File: src/hw/rtl/hse_pkg.sv
// shared types and character constants for the html strip and entity decode block
package hse_pkg;

  // characters the decoder looks for or produces
  localparam logic [7:0] ChNul   = 8'h00;
  localparam logic [7:0] ChLt    = 8'h3C;
  localparam logic [7:0] ChGt    = 8'h3E;
  localparam logic [7:0] ChAmp   = 8'h26;
  localparam logic [7:0] ChSemi  = 8'h3B;
  localparam logic [7:0] ChHash  = 8'h23;
  localparam logic [7:0] ChQuot  = 8'h22;
  localparam logic [7:0] ChApos  = 8'h27;
  localparam logic [7:0] ChQmark = 8'h3F;
  localparam logic [7:0] ChCr    = 8'h0D;
  localparam logic [7:0] ChLf    = 8'h0A;
  localparam logic [7:0] ChB     = 8'h62;
  localparam logic [7:0] ChR     = 8'h72;

  // raw entity names after the ampersand, first byte in the lowest bits
  localparam int unsigned RawKeep = 5;
  localparam logic [8*RawKeep-1:0] NameLt   = 40'h00_00_3B_74_6C;
  localparam logic [8*RawKeep-1:0] NameGt   = 40'h00_00_3B_74_67;
  localparam logic [8*RawKeep-1:0] NameQuot = 40'h3B_74_6F_75_71;
  localparam logic [8*RawKeep-1:0] NameApos = 40'h3B_73_6F_70_61;
  localparam logic [8*RawKeep-1:0] NameAmp  = 40'h00_3B_70_6D_61;

  // tag check progress
  typedef enum logic [1:0] {
    PFX_IDLE = 2'd0,
    PFX_LT   = 2'd1,
    PFX_LTB  = 2'd2,
    PFX_DONE = 2'd3
  } hse_pfx_t;

  // parser state carried from word to word
  typedef struct packed {
    logic                    in_tag;
    logic                    ent_open;
    hse_pfx_t                pfx;
    logic                    tag_brk;
    logic [8*RawKeep-1:0]    raw;
    logic [2:0]              raw_cnt;
  } hse_state_t;

  // results caused by one input word
  typedef struct packed {
    logic [1:0] cnt;
    logic [7:0] b0;
    logic [7:0] b1;
  } hse_res_t;

endpackage

File: src/hw/rtl/html_strip_entity_decode.sv
// top level: input register, parser core and result register
//
// channel | dir | tdata            | tlast
// in_     | in  | [7:0] text_byte  | -
// out_    | out | [7:0] out_byte   | last_of_run
//
// one input word per cycle while the result register can take the word's result; the result
// is formed from the input register and registered in the result register before it leaves
// a closing break tag gives two output words, so it holds the result register for both words
// rst_n is synchronous, active low, and clears the parser state and both valid flags
// in_tready stays high while the output stalls until the input register holds a word with a result
module html_strip_entity_decode (
  input  logic       clk,
  input  logic       rst_n,
  input  logic       in_tvalid,
  output logic       in_tready,
  input  logic [7:0] in_tdata,   // [7:0] text_byte
  output logic       out_tvalid,
  input  logic       out_tready,
  output logic [7:0] out_tdata,  // [7:0] out_byte
  output logic       out_tlast
);

  logic              s1_valid_r;
  logic [7:0]        s1_byte_r;
  logic              adv;
  logic              can_load;
  hse_pkg::hse_res_t res;

  // stage advance
  assign adv       = s1_valid_r && (res.cnt == 2'd0 || can_load);
  assign in_tready = !s1_valid_r || adv;

  // input register
  always_ff @(posedge clk) begin
    if (!rst_n) begin
      s1_valid_r <= 1'b0;
    end else if (in_tvalid && in_tready) begin
      s1_valid_r <= 1'b1;
    end else if (adv) begin
      s1_valid_r <= 1'b0;
    end
  end

  always_ff @(posedge clk) begin
    if (in_tvalid && in_tready) begin
      s1_byte_r <= in_tdata;
    end
  end

  hse_core u_core (
    .clk     (clk),
    .rst_n   (rst_n),
    .step_en (adv),
    .byte_in (s1_byte_r),
    .res     (res)
  );

  hse_out u_out (
    .clk        (clk),
    .rst_n      (rst_n),
    .load       (adv && res.cnt != 2'd0),
    .res        (res),
    .can_load   (can_load),
    .out_tvalid (out_tvalid),
    .out_tready (out_tready),
    .out_tdata  (out_tdata),
    .out_tlast  (out_tlast)
  );

`ifndef ASSERT_OFF
  // only a break tag gives two words, and its first one is a carriage return
  a_first_is_cr: assert property (@(posedge clk) disable iff (!rst_n)
    out_tvalid && !out_tlast |-> out_tdata == hse_pkg::ChCr)
    else $error("non-final output word is not CR");

  // a carriage return that is not the last word is always followed by the line feed that ends the run
  a_cr_then_lf: assert property (@(posedge clk) disable iff (!rst_n)
    out_tvalid && out_tready && !out_tlast |=>
      out_tvalid && out_tlast && out_tdata == hse_pkg::ChLf)
    else $error("CR not followed by LF");

  // nothing is shown right after reset
  a_reset_idle: assert property (@(posedge clk)
    !rst_n |=> !out_tvalid)
    else $error("output valid after reset");
`endif

endmodule

File: src/hw/rtl/hse_core.sv
// parser state register and per-word decode logic
module hse_core (
  input  logic              clk,
  input  logic              rst_n,
  input  logic              step_en,
  input  logic [7:0]        byte_in,
  output hse_pkg::hse_res_t res
);

  hse_pkg::hse_state_t state_r;
  hse_pkg::hse_state_t state_nxt;
  logic [8*hse_pkg::RawKeep-1:0] raw_app;
  logic [2:0]                    cnt_app;
  logic                          append;

  function automatic logic is_word(input logic [7:0] b);
    is_word = (b >= 8'h30 && b <= 8'h39) || (b >= 8'h61 && b <= 8'h7A) ||
              (b >= 8'h41 && b <= 8'h5A) || (b == hse_pkg::ChHash);
  endfunction

  function automatic logic [7:0] decode(input logic [8*hse_pkg::RawKeep-1:0] raw,
                                        input logic [2:0] cnt);
    priority if (cnt == 3'd3 && raw == hse_pkg::NameLt) begin
      decode = hse_pkg::ChLt;
    end else if (cnt == 3'd3 && raw == hse_pkg::NameGt) begin
      decode = hse_pkg::ChGt;
    end else if (cnt == 3'd5 && raw == hse_pkg::NameQuot) begin
      decode = hse_pkg::ChQuot;
    end else if (cnt == 3'd5 && raw == hse_pkg::NameApos) begin
      decode = hse_pkg::ChApos;
    end else if (cnt == 3'd4 && raw == hse_pkg::NameAmp) begin
      decode = hse_pkg::ChAmp;
    end else begin
      decode = hse_pkg::ChQmark;
    end
  endfunction

  // every byte inside an open entity is kept, up to RawKeep bytes, except an ampersand outside a tag
  always_comb begin
    append  = state_r.ent_open && !(byte_in == hse_pkg::ChAmp && !state_r.in_tag);
    raw_app = state_r.raw;
    cnt_app = state_r.raw_cnt;
    if (append && state_r.raw_cnt < 3'(hse_pkg::RawKeep)) begin
      raw_app[{state_r.raw_cnt, 3'b000} +: 8] = byte_in;
      cnt_app = state_r.raw_cnt + 3'd1;
    end
  end

  // next state and results
  always_comb begin
    state_nxt         = state_r;
    state_nxt.raw     = raw_app;
    state_nxt.raw_cnt = cnt_app;
    res               = '0;
    priority if (byte_in == hse_pkg::ChNul) begin
      state_nxt = '0;
    end else if (byte_in == hse_pkg::ChLt) begin
      state_nxt.in_tag  = 1'b1;
      state_nxt.pfx     = hse_pkg::PFX_LT;
      state_nxt.tag_brk = 1'b0;
    end else if (state_r.in_tag) begin
      if (byte_in == hse_pkg::ChGt) begin
        state_nxt.in_tag  = 1'b0;
        state_nxt.pfx     = hse_pkg::PFX_IDLE;
        state_nxt.tag_brk = 1'b0;
        if (state_r.tag_brk) begin
          res.cnt = 2'd2;
          res.b0  = hse_pkg::ChCr;
          res.b1  = hse_pkg::ChLf;
        end
      end else if (state_r.pfx == hse_pkg::PFX_LT) begin
        state_nxt.pfx = (byte_in == hse_pkg::ChB) ? hse_pkg::PFX_LTB : hse_pkg::PFX_DONE;
      end else if (state_r.pfx == hse_pkg::PFX_LTB) begin
        state_nxt.tag_brk = (byte_in == hse_pkg::ChR);
        state_nxt.pfx     = hse_pkg::PFX_DONE;
      end
    end else if (byte_in == hse_pkg::ChAmp) begin
      state_nxt.ent_open = 1'b1;
      state_nxt.raw      = '0;
      state_nxt.raw_cnt  = '0;
    end else if (state_r.ent_open && byte_in == hse_pkg::ChSemi) begin
      res.cnt            = 2'd1;
      res.b0             = decode(raw_app, cnt_app);
      state_nxt.ent_open = 1'b0;
      state_nxt.raw      = '0;
      state_nxt.raw_cnt  = '0;
    end else if (state_r.ent_open && is_word(byte_in)) begin
      // swallowed into the entity
    end else begin
      // plain text, closing any open entity silently
      state_nxt.ent_open = 1'b0;
      state_nxt.raw      = '0;
      state_nxt.raw_cnt  = '0;
      res.cnt            = 2'd1;
      res.b0             = byte_in;
    end
  end

  // state register
  always_ff @(posedge clk) begin
    if (!rst_n) begin
      state_r <= '0;
    end else if (step_en) begin
      state_r <= state_nxt;
    end
  end

endmodule

File: src/hw/rtl/hse_out.sv
// result register that sends the one or two bytes of each result it loads
module hse_out (
  input  logic              clk,
  input  logic              rst_n,
  input  logic              load,
  input  hse_pkg::hse_res_t res,
  output logic              can_load,
  output logic              out_tvalid,
  input  logic              out_tready,
  output logic [7:0]        out_tdata,
  output logic              out_tlast
);

  logic       valid_r;
  logic       two_r;
  logic       phase_r;
  logic [7:0] b0_r;
  logic [7:0] b1_r;
  logic       last_beat;
  logic       pop;

  // beat selection
  assign last_beat  = !two_r || phase_r;
  assign pop        = valid_r && out_tready;
  assign can_load   = !valid_r || (out_tready && last_beat);
  assign out_tvalid = valid_r;
  assign out_tdata  = phase_r ? b1_r : b0_r;
  assign out_tlast  = last_beat;

  // control
  always_ff @(posedge clk) begin
    if (!rst_n) begin
      valid_r <= 1'b0;
      two_r   <= 1'b0;
      phase_r <= 1'b0;
    end else if (load) begin
      valid_r <= 1'b1;
      two_r   <= (res.cnt == 2'd2);
      phase_r <= 1'b0;
    end else if (pop) begin
      if (last_beat) begin
        valid_r <= 1'b0;
      end else begin
        phase_r <= 1'b1;
      end
    end
  end

  // payload
  always_ff @(posedge clk) begin
    if (load) begin
      b0_r <= res.b0;
      b1_r <= res.b1;
    end
  end

endmodule
File: config.mk
export PLATFORM = sky130hd
export DESIGN_NAME = html_strip_entity_decode
export DESIGN_NICKNAME = d
export VERILOG_FILES = /design/src/hw/rtl/hse_pkg.sv /design/src/hw/rtl/html_strip_entity_decode.sv /design/src/hw/rtl/hse_core.sv /design/src/hw/rtl/hse_out.sv
export SDC_FILE = /design/constraint.sdc
export NUM_CORES = 1
export LEC_CHECK = 0
export BUFFER_PORTS_ARGS = -buffer_cell sky130_fd_sc_hd__buf_2
export CAP_MARGIN = 10
export CELL_PAD_IN_SITES_DETAIL_PLACEMENT = 1
export CELL_PAD_IN_SITES_GLOBAL_PLACEMENT = 1
export CORE_MARGIN = 4
export CORE_UTILIZATION = 48
export CTS_BUF_LIST = sky130_fd_sc_hd__clkbuf_8
export DETAILED_ROUTE_END_ITERATION = 12
export PLACE_DENSITY = 0.81
export SYNTH_ARGS = -nofsm -noshare
export SYNTH_HDL_FRONTEND = slang
export SYNTH_SLANG_ARGS = --single-unit
File: constraint.sdc
create_clock -name clk -period 3.77 [get_ports clk]
set_input_delay 0.5655 -clock clk [delete_from_list [all_inputs] [get_ports clk]]
set_output_delay 0.5655 -clock clk [all_outputs]
set_load 0.01 [all_outputs]
==> results_dict.tcl, run 1 <==
set metrics [dict create \
    synth_fp_nets 485 \
    p_leak_nw 1.66 \
    worstPathArrival_ps 3700 \
    layout-area-overhead-vs-synth_pct 12.4 \
    cts_tree "yes" \
    final.setup.worst_slack_ps 159 \
    skew_ps 14.2 \
    cp.required_ps 3860 \
    max_freq_mhz 277 \
    p_per_area_nw_per_um2 324 \
    drive_gt1_share_pct 16.8 \
    worst_setup_path_start_kind "flip-flop" \
    fp.dieArea_um2 9890 \
    drt-vias-per-instance 6.50 \
    hold_path.class "primary input to flip-flop" \
    clkTransAtPathRegs_ps 80 \
    grt.overflow.total 0 \
    met3WireLength_um 834 \
    numCtsBuffers 9 \
    critPathCaptureType "flip-flop" \
    clock_sinks 69 \
    drt_iter0_drc 334 \
    status "completed" \
    postSynth.asyncResetShare_pct 0 \
    core_um2 8180 \
    synth_edf_count 17 \
    synth_area_per_cell_um2 8.59 \
    synthTopCellsByArea "dfxtp_1, edfxtp_1, nand2_1, a22o_1, nand3_1" \
    grtUsageTotal_pct 27.9 \
    ys_warn_count 0 \
    synth_most_common_cell "dfxtp_1" \
    grt_antenna_before_repair 0 \
    h-tree-depth 3 \
    synth_largest_area_cell "dfxtp_1" \
    syn_inst 467 \
    max_slew_margin_pct 44.0 \
    syn_area_um2 4010 \
    initial_utilization_pct 49.1 \
    fp-row-count 33 \
    die_h_um 99.4 \
    layout.nets 514 \
    wl_per_cell_um 22.3 \
    rsz0062_at_grt "false" \
    gp_congestion 1.03 \
    route.detailed.drc 0 \
    wl_met2_um 6410 \
    n_antenna_cell 0 \
    wl_um 13500 \
    synth-seq-cells 69 \
    clk_latency_ps 350 \
    vias 3941 \
    synth-main-ff-cell "dfxtp_1" \
    die-width_um 99.4 \
    ys_types 72 \
    finalPower_mw 1.46 \
    io_pins 23 \
    tightest_slew_ps 840 \
    synth_top_cells_by_count "dfxtp_1, nand2_1, nand3_1, o21ai_0, nor2_1" \
    synth_top_area_share_pct 25.9 \
    slew_violations 0 \
    clock-root-buffer "clkbuf_8" \
    top_layer "met4" \
    grt_pass1_vias 3996 \
    fin_crit_ps 3610 \
    critPathKind "flip-flop to flip-flop" \
    fin_setup_tns_ps 0 \
    cap_violations 0 \
    dpl_worst_slack_ps 210 \
    hold_buffers 0 \
    finalHoldViolCount 0 \
    grt_first_pass_wirelength_um 21500 \
    drtAntennaViolNets 0 \
    ir_drop_mv 0.250 \
    fin_crit_sh_pct 95.8 \
    first_pass_iters 5 \
    grt_max_degree 50 \
    cts_buffer_depth 2 \
    ys_seq_area_share_pct 38.7 \
    dp_hpwl_um 9790 \
    port_buffers 22 \
    critPathMaxFanout 8 \
    final-setup-viol-count 0 \
    wirelength_met1_um 5820 \
]
report_power, final:
group	total, mW	leakage, nW	switching, mW	internal [mW]
logic	0.114	0.978	0.0777	0.0365
registers	0.778	0.582	0.00907	0.769
clock network	0.572	0.0953	0.297	0.275
final timing paths:
| path | start | endpoint | slack, ps | cells past startpoint |
|---|---|---|---|---|
| hold / removal | in_tdata[2] | s1_byte_r[2]$_DFFE_PP_ | 390 | 1 |
| setup / recovery | u_core.state_r[1]$_SDFFE_PN0N_ | u_out.b0_r[0]$_SDFFCE_PP0P_ | 160 | 11 |
| hold reg to reg | u_core.state_r[24]$_SDFFE_PN0N_ | u_core.state_r[24]$_SDFFE_PN0N_ | 480 | 1 |
| setup reg to reg | u_core.state_r[1]$_SDFFE_PN0N_ | u_out.b0_r[0]$_SDFFCE_PP0P_ | 160 | 11 |
repair_timing:
action | 4_1_cts | 5_1_grt
setup buffers | 0 | 0
endpoints found under the setup margin | 0 | 1
resized for setup | 0 | 3
cells by family (layout without fill, tap and decap cells):
group / after synthesis / in the layout / share of synthesized area [%]
AOI/OAI and AO/OA: 139 / 139 / 24.6
buffers and inverters: 48 / 82 / 5.30
muxes: 4 / 4 / 1.03
adders and majority gates: 6 / 6 / 1.87
DFF: 69 / 69 / 38.7
and+or+nand+nor: 200 / 200 / 28.3
xor gates and xnor gates: 1 / 1 / 0.218
cells in the final DEF, fill, tap and decap left out, types with 9 or more instances in the layout:
| cell type | count |
|---|---|
| nor2b_1 | 13 |
| nand3_1 | 26 |
| a21oi_1 | 19 |
| buf_4 | 26 |
| nor2_1 | 23 |
| buf_2 | 22 |
| a22o_1 | 15 |
| edfxtp_1 | 17 |
| nand2_1 | 51 |
| dfxtp_1 | 52 |
| clkbuf_8 | 11 |
| inv_1 | 18 |
| o21ai_0 | 26 |
| and3_1 | 9 |
| nor3_1 | 15 |
| a21boi_0 | 15 |
flip-flops by register name, summed over array words and instances (netlist names):
register and count:
s1_byte_r 8, s1_valid_r 1, u_core.state_r 48, u_out.b0_r 8
u_out.b1_r 1, u_out.out_tvalid 1, u_out.phase_r 1, u_out.two_r 1
stage by stage:
stage          hold slack [ps]  cells  utilization [%]  instance area, um^2
2_1_floorplan              434    467                -                 4010
3_3_place_gp               441    590             52.7                 4310
3_5_place_dp               464    590             52.7                 4310
4_1_cts                    382    606             54.9                 4490
5_1_grt                    373    606             55.2                 4510
6_report                   388    606             55.2                 4510
critical path, cell delays in order, from the launching register on:
cell	delay (ps)
dfxtp_1	470
inv_1	80
ha_1	210
ha_1	290
and3b_1	300
nand2_1	150
or4b_2	710
a21boi_0	250
nand4bb_1	200
nor4_4	310
a211oi_1	90
a211o_1	300
per-layer routing:
metal	up-vias	global-route usage, %
met5	-	0
met1	1932	35.6
met2	156	45.5
met3	38	6.31
li1	1815	-
met4	0	12.1
area by class of cell:
| class | count | area [um^2] |
|---|---|---|
| fillers | 1005 | 3660 |
| multi-input cells | 350 | 2270 |
| flip-flops and latches | 69 | 1550 |
| repair buffers | 48 | 305 |
| clock buffers | 11 | 151 |
| well taps | 105 | 131 |
| inverters | 18 | 67.6 |
| clock inverters | 5 | 35.0 |
Power figures use the tool's default switching activity.
==> inputs of run 2 (changes only) <==
CORE_UTILIZATION = 40   (was 48)
PLACE_DENSITY = 0.69   (was 0.81)
==> run 2 against run 1 <==
- count of clock-buffer cells in the layout decreased by 2
- sequential cell count unchanged
- non-clock buffer count is 3 higher
- maximum frequency is 3.2% higher
- sequential share of layout area down 0.65 points
- combinational power about the same
- global-route usage decreased by 3.0 points
- register-to-register slack gained 110 ps
- final cell count rose by 5.1%
- worst hold slack got worse by 31 ps
- core utilization decreased by 8.1 points
- critical path type unchanged
- critical endpoint unchanged
==> results_dict.tcl, run 2 (synthesis gave the netlist of run 1 again) <==
set metrics [dict create \
    largest_register_ffs 48 \
    dpl_worst_slack_ps 160 \
    status "completed" \
    finalHoldViolCount 0 \
    ff2ff_setup_slack_ps 270 \
    grt_first_pass_wirelength_um 22100 \
    wl_um 13800 \
    fp-row-count 36 \
    cts_buffer_depth 2 \
    critPathMaxFanout 8 \
    largestRegisters "u_core.state_r: 48 flops, s1_byte_r: 8 flops, u_out.b0_r: 8 flops" \
    drt_iter0_drc 244 \
    fin_setup_tns_ps 0 \
    rsz0062_at_grt "false" \
    slew_violations 0 \
    layout_common_cells "nand2_1, dfxtp_1, buf_4" \
    clock-root-buffer "clkbuf_8" \
    wl_per_cell_um 21.7 \
    critPathKind "flip-flop to flip-flop" \
    layout.nets 517 \
    endpoint "u_out.b0_r[0]$_SDFFCE_PP0P_" \
    vias 3843 \
    final-setup-viol-count 0 \
    clkTransAtPathRegs_ps 90 \
    die-width_um 108 \
    postCtsSetupBuffers 0 \
    h-tree-depth 3 \
    cts_tree "yes" \
    crit_cells 11 \
    max_freq_mhz 286 \
    r2r_cells 11 \
    fin_crit_sh_pct 92.8 \
    drtAntennaViolNets 0 \
    grt_max_degree 50 \
    first_pass_iters 5 \
    fp.dieArea_um2 11700 \
    slowest_delay_ps 520 \
    cp_slowest_cell "nor2_1" \
    core_um2 9770 \
    timing.rr.end "u_out.b0_r[0]$_SDFFCE_PP0P_" \
    final.setup.worst_slack_ps 272 \
    skew_ps 14.3 \
    grt.overflow.total 0 \
    ir_drop_mv 0.269 \
    port_buffers 22 \
    drt-vias-per-instance 6.03 \
    drive_gt1_share_pct 17.5 \
    worstPathArrival_ps 3620 \
    cp-startpoint "u_core.state_r[1]$_SDFFE_PN0N_" \
    clock_sinks 69 \
    multi_input_area_um2 2260 \
    worst_path_most_repeated_cell "ha_1" \
    io_pins 23 \
    gp_congestion 0.946 \
    fin_crit_ps 3500 \
    n_antenna_cell 0 \
    critPathCaptureType "flip-flop" \
    clk_latency_ps 380 \
    grtUsageTotal_pct 25.0 \
    max_slew_margin_pct 43.8 \
    dp_hpwl_um 10300 \
    numCtsBuffers 9 \
    hold_buffers 0 \
    cap_violations 0 \
    cp.required_ps 3890 \
    whs_ps 356 \
    grt_antenna_before_repair 0 \
    post_cts_resized 0 \
    layout-area-overhead-vs-synth_pct 14.7 \
    register_area_um2 1550 \
    critPathTopFamily "simple AND/OR/NAND/NOR gates" \
    regMostFlops "u_core.state_r" \
    crit_buf_inv 1 \
    p_per_area_nw_per_um2 350 \
    die_h_um 108 \
    timing.rr.start "u_core.state_r[1]$_SDFFE_PN0N_" \
    cp_cell_sequence "inv_1 > ha_1 > ha_1 > and3b_1 > nand3_1 > nor2_1 > mux2i_1 > nand2_1 > nor4_2 > a21oi_1 > a211o_1" \
    hold_path.class "primary input to flip-flop" \
    tightest_slew_ps 842 \
    route.detailed.drc 0 \
    grt_pass1_vias 3977 \
    worst_setup_path_start_kind "flip-flop" \
    initial_utilization_pct 41.1 \
    utilization_pct 47.1 \
    p_leak_nw 1.67 \
    nFillCells 1185 \
]
-- run 2: cell types whose count changed in the layout (fill, tap and decap cells not counted), sizes merged --
cell,previous run,this run
clkbuf,11,9
buf,48,51
clkinv,4,0
inv,18,22
bufinv,0,2
-- run 2: area by class of cell --
cell class / count / area share, %
timing repair buffer: 51 / 7.12
clock inverter: 7 / 2.23
inverter: 18 / 1.47
clock buffer: 9 / 2.69
sequential: 69 / 33.7
multi-input combinational: 350 / 49.1
tap: 133 / 3.62
-- run 2: worst reg2reg max path: stages (launching register included) --
cell and delay, ps:
dfxtp_2 410, inv_1 60, ha_1 200, ha_1 290, and3b_1 280, nand3_1 250
nor2_1 520, mux2i_1 320, nand2_1 120, nor4_2 350, a21oi_1 160, a211o_1 280
-- run 2: where the power goes --
group | leakage (nW) | internal, mW | switching [mW]
registers | 0.583 | 0.769 | 0.00978
clock network | 0.111 | 0.382 | 0.337
logic | 0.975 | 0.0372 | 0.0757
-- run 2: worst min-delay path by stage --
stage	to	depth (start not counted)	from
6_report	s1_byte_r[4]$_DFFE_PP_	1	in_tdata[4]
3_5_place_dp	u_core.state_r[24]$_SDFFE_PN0N_	1	u_core.state_r[24]$_SDFFE_PN0N_
2_1_floorplan	u_core.state_r[24]$_SDFFE_PN0N_	1	u_core.state_r[24]$_SDFFE_PN0N_
3_3_place_gp	u_core.state_r[24]$_SDFFE_PN0N_	1	u_core.state_r[24]$_SDFFE_PN0N_
4_1_cts	s1_byte_r[4]$_DFFE_PP_	1	in_tdata[4]
5_1_grt	s1_byte_r[4]$_DFFE_PP_	1	in_tdata[4]
-- run 2: stage by stage --
stage | std cells | instance area [um^2] | total power, mW
6_report | 637 | 4600 | 1.61
5_1_grt | 637 | 4600 | 1.67
4_1_cts | 637 | 4590 | 1.62
3_5_place_dp | 621 | 4360 | 0.909
2_1_floorplan | 467 | 4010 | 0.856
3_3_place_gp | 621 | 4360 | 0.907
-- run 2: routing by layer --
metal  wire length, um  GRT usage, %
met1              6240          32.2
met2              6570          41.2
met3               611          4.96
met4               404          9.56
met5                 0             0
==> inputs of run 3 (changes only) <==
CORE_UTILIZATION = 45   (was 40)
PLACE_DENSITY = 0.76   (was 0.69)
==> run 3 against run 2 <==
- wire length is essentially flat
- combinational power grew 4%
- maximum frequency shrank 2.1%
- via count grew 2.5%
- die area shrank 10%
- sequential power is essentially flat
- critical path depth is the same
- worst hold slack gained 18 ps
- register-to-register slack lost 70 ps
- clock skew shrank 2.7 ps
- critical endpoint unchanged
- largest power group unchanged
- highest routed layer unchanged
==> results_dict.tcl, run 3 (synthesis gave the netlist of run 1 again) <==
set metrics [dict create \
    status "completed" \
    first_pass_iters 4 \
    io_pins 23 \
    cts_tree "yes" \
    clkTransAtPathRegs_ps 90 \
    drt_iter0_drc 254 \
    initial_utilization_pct 46.0 \
    port_buffers 22 \
    clock-root-buffer "clkbuf_8" \
    utilization_pct 51.7 \
    fin_crit_sh_pct 94.8 \
    critPathCaptureType "flip-flop" \
    grt_max_degree 50 \
    fp-row-count 34 \
    skew_ps 11.6 \
    wl_per_cell_um 22.7 \
    multi_input_area_um2 2260 \
    fin_crit_ps 3570 \
    largestRegisters "u_core.state_r: 48 flops, s1_byte_r: 8 flops, u_out.b0_r: 8 flops" \
    slew_violations 0 \
    hold_path.class "primary input to flip-flop" \
    postCtsSetupBuffers 0 \
    critPathMaxFanout 8 \
    route.detailed.drc 0 \
    die_h_um 102 \
    gp_congestion 1.05 \
    hold_buffers 0 \
    p_leak_nw 1.66 \
    worst_path_most_repeated_cell "ha_1" \
    max_freq_mhz 280 \
    timing.rr.start "u_core.state_r[1]$_SDFFE_PN0N_" \
    clk_latency_ps 360 \
    max_slew_margin_pct 42.7 \
    drive_gt1_share_pct 16.7 \
    dp_hpwl_um 10100 \
    finalHoldViolCount 0 \
    p_per_area_nw_per_um2 327 \
    largest_register_ffs 48 \
    min_from "in_tdata[3]" \
    grtUsageTotal_pct 27.3 \
    rsz0062_at_grt "false" \
    tightest_slew_ps 860 \
    final-setup-viol-count 0 \
    die-width_um 102 \
    drtAntennaViolNets 0 \
    ir_drop_mv 0.166 \
    grt_pass1_vias 3999 \
    fp.dieArea_um2 10500 \
    n_antenna_cell 0 \
    cp.required_ps 3870 \
    layout-area-overhead-vs-synth_pct 12.4 \
    register_area_um2 1550 \
    h-tree-depth 3 \
    numCtsBuffers 9 \
    drt-vias-per-instance 6.46 \
    cts_buffer_depth 2 \
    grt.overflow.total 0 \
    worst_setup_path_start_kind "flip-flop" \
    layout.nets 515 \
    cap_violations 0 \
    critPathTopFamily "simple AND/OR/NAND/NOR gates" \
    cp_cell_sequence "inv_1 > ha_1 > ha_1 > and3b_1 > and4_1 > and3_1 > a21oi_1 > or4_4 > nor4_1 > a211oi_1 > a211o_1" \
    cp_slowest_cell "or4_4" \
    grt_first_pass_wirelength_um 21500 \
    final_common_cell "dfxtp_1" \
    vias 3938 \
    layout_common_cells "dfxtp_1, nand2_1, buf_4" \
    grt_antenna_before_repair 0 \
    slowest_delay_ps 560 \
    nFillCells 1071 \
    worstPathArrival_ps 3680 \
    core_um2 8720 \
    clock_sinks 69 \
    crit_buf_inv 1 \
    cp-startpoint "u_core.state_r[1]$_SDFFE_PN0N_" \
    fin_setup_tns_ps 0 \
    regMostFlops "u_core.state_r" \
    wl_um 13800 \
    critPathKind "flip-flop to flip-flop" \
]
==> run 3: metrics by stage <==
step	cells	hold WS, ps	power, mW	setup WS (ps)	instance area [um^2]
CTS	610	369	1.48	155	4500
detailed placement	594	450	0.910	213	4320
global placement	594	444	0.905	364	4320
floorplan	467	434	0.856	404	4010
finish	610	374	1.47	197	4510
global route	610	364	1.52	3.69	4510
==> run 3: final cells by class <==
cell class                      instances  share of cell area, %
Tap cell                              108                   3.00
Clock buffer                            9                   2.75
Sequential cell                        69                   34.4
Clock inverter                          7                   1.22
Multi-Input combinational cell        350                   50.2
Timing Repair Buffer                   49                   6.93
Inverter                               18                   1.50
==> run 3: repair_timing <==
item,in CTS,in global routing
hold endpoints to repair,0,0
resized for setup,0,2
setup endpoints to repair,0,2
==> run 3: where the power goes <==
group | switching, mW | internal (mW) | leakage, nW
Sequential | 0.00807 | 0.769 | 0.582
Clock | 0.329 | 0.249 | 0.0934
Combinational | 0.0806 | 0.0365 | 0.983
==> run 3: worst reg2reg max path, cell delays in order (launching register included) <==
cell and delay [ps]:
dfxtp_1 470, inv_1 80, ha_1 210, ha_1 290, and3b_1 290, and4_1 340, and3_1 210, a21oi_1 60
or4_4 560, nor4_1 360, a211oi_1 130, a211o_1 320
==> run 3: worst paths after layout <==
kind	to	slack, ps	depth (start not counted)
worst max-delay path	u_out.b0_r[0]$_SDFFCE_PP0P_	200	11
worst min-delay path	s1_byte_r[3]$_DFFE_PP_	370	1
worst max register to register	u_out.b0_r[0]$_SDFFCE_PP0P_	200	11
worst min register to register	u_core.state_r[24]$_SDFFE_PN0N_	470	1
==> run 3: routing by layer <==
| layer | global-route usage, % | up-vias | part of all wire [%] |
|---|---|---|---|
| met3 | 5.80 | 36 | 5.6 |
| li1 | - | 1811 | - |
| met4 | 13.9 | 0 | 4.1 |
| met2 | 45.5 | 125 | 48 |
| met1 | 33.0 | 1966 | 42 |
| met5 | 0 | - | 0 |
